### src/hdl/sksp_pkg.sv
// Package for the stable key sorter: record type, cell control struct, widths.
// Used by sksp_cell and stable_key_sort_with_payload.
`default_nettype none
package sksp_pkg;

  localparam int unsigned DepthDefault = 64;
  localparam int unsigned KeyW         = 16;
  localparam int unsigned WordW        = 32;
  localparam int unsigned DataW        = KeyW + 2 * WordW;

  typedef struct packed {
    logic signed [WordW-1:0] y;
    logic signed [WordW-1:0] x;
    logic        [KeyW-1:0]  key;
  } rec_t;

  typedef struct packed {
    logic load;
    logic shift;
  } cell_ctrl_t;

  typedef enum logic [1:0] {
    ST_LOAD = 2'b01,
    ST_EMIT = 2'b10
  } state_e;

endpackage
`default_nettype wire

### src/hdl/sksp_cell.sv
// One cell of the insertion chain: holds one record, inserts or shifts it on.
// Depends on sksp_pkg.
`default_nettype none
module sksp_cell
  import sksp_pkg::*;
(
  input  wire        clk_i,
  input  wire  cell_ctrl_t ctrl_i,
  input  wire        occupied_i,
  input  wire  rec_t new_rec_i,
  input  wire  rec_t prev_rec_i,
  input  wire        prev_gt_i,
  input  wire  rec_t next_rec_i,
  output rec_t       rec_o,
  output logic       gt_o
);

  rec_t rec_q, rec_d;

  assign gt_o  = !occupied_i || (rec_q.key > new_rec_i.key);
  assign rec_o = rec_q;

  always_comb begin
    rec_d = rec_q;
    if (ctrl_i.load && gt_o) begin
      rec_d = prev_gt_i ? prev_rec_i : new_rec_i;
    end else if (ctrl_i.shift) begin
      rec_d = next_rec_i;
    end
  end

  always_ff @(posedge clk_i) begin
    rec_q <= rec_d;
  end

endmodule
`default_nettype wire

### config.mk
export PLATFORM = sky130hd
export DESIGN_NAME = sksp_cell
export DESIGN_NICKNAME = d
export VERILOG_FILES = /design/src/hdl/sksp_pkg.sv /design/src/hdl/sksp_cell.sv
export SDC_FILE = /design/constraint.sdc
export NUM_CORES = 1
export LEC_CHECK = 0
export BUFFER_PORTS_ARGS = -buffer_cell sky130_fd_sc_hd__buf_2
export CORE_MARGIN = 2
export CORE_UTILIZATION = 49
export DETAILED_ROUTE_END_ITERATION = 10
export PLACE_DENSITY_LB_ADDON = 0.15
export SETUP_SLACK_MARGIN = 0.5
export SYNTH_ARGS = -nofsm -noshare
export SYNTH_HDL_FRONTEND = slang
export SYNTH_SLANG_ARGS = --single-unit
### constraint.sdc
create_clock -name clk_i -period 6 [get_ports clk_i]
set_input_delay 0.3 -clock clk_i [delete_from_list [all_inputs] [get_ports clk_i]]
set_output_delay 0.3 -clock clk_i [all_outputs]
set_load 0.01 [all_outputs]
# --- After elaboration in Yosys (flattened, before gate mapping) ---
# Cells that the tools add are included.
op_classes:
  n_reduce_logical: 4
  n_lt_le_gt_ge: 1
  n_mux: 3
op_table:
  columns: ["op", "count"]
  rows:
  - ["$mux W80", 3]
  - ["$gt A16 B16 Y1", 1]
  - ["$reduce_bool A2 Y1", 1]
  - ["$logic_and A1 B1 Y1", 1]
  - ["$logic_not A1 Y1", 1]
  - ["$logic_or A1 B1 Y1", 1]
word_totals:
  wordCells: 11
  reg_bits: 80
  inputBits: 245
  out_inout_bits: 81

# --- Logic depth before layout (Yosys ltp) ---
logic_depth:
  word_depth: 4
  depth_mapped: 10
  depth_no_buf: 8

# --- Worst setup path before layout ---
# Ideal clock, no wire load.
synth_path:
  path_kind: "register to register"
  from: "register rec_q, in the netlist rec_o[15]"
  to: "register rec_q, in the netlist rec_o[0] (enable)"
  path_buffers: 2
  period_less_slack_ps: 4369
  t_arrival_ps: 3913
  slack_ps: 1631
  path_stages_with_launch: 8
  t_required_ps: 5544
  setup_time_ps: 456
  path_cell_list: "edfxtp_1 -> ha_1 -> nand4_1 -> nor4_1 -> a211o_1 -> buf_6 -> buf_6 -> a311o_1"
synth_between:
  elab_chain_cells: 4
synth_lines:
  columns: ["element", "line", "rtl"]
  rows:
  - ["from (decl)", "sksp_cell.sv:18", "rec_t rec_q, rec_d;"]
  - ["from (signal assigned)", "sksp_cell.sv:33", "rec_q <= rec_d;"]
  - ["$gt A16 B16 Y1", "sksp_cell.sv:20", "assign gt_o = !occupied_i || (rec_q.key > new_rec_i.key);"]
  - ["$logic_or A1 B1 Y1", "sksp_cell.sv:20", null]
  - ["$logic_and A1 B1 Y1", "sksp_cell.sv:25", "if (ctrl_i.load && gt_o) begin"]
  - ["$reduce_bool A2 Y1 (no line)", null, null]
# No other way between the ends.
# A chain may end at the register's enable or synchronous reset.

# --- Worst setup path after layout ---
layout_path:
  from: "register rec_q, in the netlist rec_o[15]"
  to: "output gt_o"
layout_between:
  elab_chain_cells: 2
layout_lines:
  columns: ["element", "line", "rtl"]
  rows:
  - ["$gt A16 B16 Y1", "sksp_cell.sv:20", null]
  - ["$logic_or A1 B1 Y1", "sksp_cell.sv:20", null]
  - ["to (decl)", "sksp_cell.sv:15", "output logic gt_o"]
# No other way between the ends.

==> out/results.txt <==
Slew Limit Fails = 0
first-pass GRT wire length = 33610 um
synthesized flop and latch total = 80
adder-cell share of the synthesized area = 2.725%
Final min period = 4.095 ns
CTS sink cnt = 80
Mean Syn Cell Area = 9.347 um^2
Commonest cells post-synth = 102 x nand2_1, 81 x nor2_1, 80 x edfxtp_1, 80 x nand3_1, 79 x a22oi_1
row count = 44
CTS H-Tree Depth = 3
HP Start = next_rec_i[50]
CP startpoint kind = register
Core Region = 14590 um^2
IO Pins = 326
placed insts = 1233
Tcrit/Tclk final = 68.24%
Post-Route WL = 21830 um
mux cell area share after synthesis = 25.14%
antenna viol nets, final = 0
First-pass DRT Iterations = 5
number of synthesized flops with an enable pin = 80
Worst EP arrival = 3.79 ns
Synth Instances = 786
Leakage = 4.209 nW
Synthesized Nets = 1047
sum of negative setup slack = 0 ns
Power Total = 2.116 mW
Worst Hold Class = in2reg
Layout Nets = 1321
die extent in x = 126.5 um
sequential fraction of the synthesis area = 32.70%
leading area contributor after synthesis = edfxtp_1
R2R setup slack = 2.14 ns
Fin. Hold Viols = 0
Tightest Pin Transition = 0.9944 ns
Clock Path Buffers = 2
Critical Path Slowest Stage Cell = nor4_1
Max Fclk = 244.2 MHz
Max Cap Viol = 0
largest net degree at the start of global routing = 87
XOR/XNOR share of the synthesized area = 0%
DR WL/cell = 17.46 um
Simple-Gate Fraction of Synth Area = 23.38%
Cell Chain, Critical Path = ha_1 > nand4_1 > nor4_1 > nand2_4 > buf_4 > nand2_1 > nand2_1 > buf_2
pwr dens = 228.6 nW/um^2
Non-Filler Instances = 1250
Final GP Congestion = 0.8383
Inserted Clock Buffers = 9
Final setup viols = 0
status = completed
Largest stage delay, worst path = 0.81 ns
type of destination of the critical path = primary output
layout cell share with drive strength beyond 1 = 46.29%
largest family of logic cells by synthesized area = multiplexers
Ys Warns = 0
via-per-instance ratio = 5.658
Core Util, Final = 63.45%
Area growth syn-to-layout = 25.99%
RSZ-0062 raised after global routing = false
most frequent cell after synthesis = nand2_1
I/O Buffers = 325
initial antenna violation count = 1
gr ovfl total = 0
critical path class = reg2out
VDD IR max = 0.1281 mV
Crit. Startpoint = rec_o[15]
crit path max fanout = 86
vias in the first global route = 6686
Netlist cell types = 30
FF-to-FF Start = rec_o[15]
post-CTS setup buffer count = 0
Initial Utilization = 50.36%
Synth Flop Type = edfxtp_1
post-synthesis compound-gate area fraction = 10.61%
Synth async-reset ratio = 0%
critical path's top delay family = simple AND/OR/NAND/NOR gates
DRC viols = 0
Mapped Area = 7347 um^2
WP buf/inv = 2
Clock Tree Root = clkbuf_16
DIE AREA = 15990 um^2
GRT Total Usage = 26.03%
Hold EP = rec_o[50]
Final Skew = 0.009580 ns
WP data required = 5.70 ns
post-cts sizing count = 0
DP Wirelength = 14930 um
top cell type's share of synthesized area = 32.70%
R2R depth = 7
R2R Path End = rec_o[17]
hold depth = 3
Worst-path clk slew = 0.06 ns
top cells by area, synth = edfxtp_1 33%, mux2_4 12%, mux2_2 12%
Worst-Skew Late Latency = 0.34 ns
Die Y = 126.5 um
CTS tree = yes
max reg flops = 80
# hold bufs at CTS = 0
cell mode on critical path = nand2_1
DR vias = 7072
drt initial violations = 557
headroom to the max-slew limit = 33.71%
## power breakdown
group | total, mW | internal (mW) | switching, mW
Sequential | 0.774 | 0.742 | 0.0324
Combinational | 0.793 | 0.391 | 0.402
Clock | 0.548 | 0.319 | 0.230
Total | 2.12 | 1.45 | 0.664
## through the flow
| stage | cell area [um^2] | worst slack, ns | hold WS, ns |
|---|---|---|---|
| global route | 9256 | 1.655 | 0.3040 |
| CTS | 9254 | 1.931 | 0.2868 |
| detailed placement | 8966 | 2.205 | 0.6432 |
| global placement | 8966 | 2.292 | 0.6428 |
| finish | 9256 | 1.905 | 0.2999 |
| floorplan | 7347 | 1.631 | 0.5364 |
## cells by family after synthesis
logic type | count (synthesis)
simple gates | 348
fa+ha+maj | 16
compound gates | 109
buf+inv | 89
flops | 80
mux | 144
## worst max-delay path by stage
stage	cells after the start	to	slack, ns
3_3_place_gp	9	rec_o[36]	2.29
2_1_floorplan	7	rec_o[0]	1.63
3_5_place_dp	9	rec_o[17]	2.21
5_1_grt	8	gt_o	1.66
4_1_cts	8	gt_o	1.93
6_report	8	gt_o	1.91
## worst register-to-register path, stage by stage, from the launching register on
cell and delay, ns:
edfxtp_1 0.40, ha_1 0.32, nand4_1 0.20, nor4_1 0.81
a211o_4 0.85, buf_4 0.64, mux2_4 0.29, nand3b_1 0.08
## layout make-up
class                   count  area (um^2)
fillers                  1266         5333
flip-flops and latches     80         2402
well taps                 184        230.2
inverters                  18        67.56
diodes                      1        2.502
multi-input cells         617         4569
clock inverters             7        62.56
clock buffers               9        225.2
repair buffers            334         1697
## layout by cell type (no fill, tap or decap), types with 5 or more instances in the layout
cell       netlist  routed
buf_2            5     324
nand2_1        102     101
nor2_1          81      80
nand3_1         80      80
edfxtp_1        80      80
a22oi_1         79      79
mux2_2          78      78
nand3b_1        78      78
mux2_4          60      60
inv_1           17      17
o21ai_0         16      16
ha_1            16      16
buf_4            0      10
clkbuf_16        0       9
mux2_1           6       6
clkinv_2         0       5
## metal layers
metal	track usage, %	share of wire, %
met5	0	0
met2	45.64	49
met1	31.63	40
met3	5.652	7.8
met4	8.856	2.4
(Power assumes the default switching activity.)
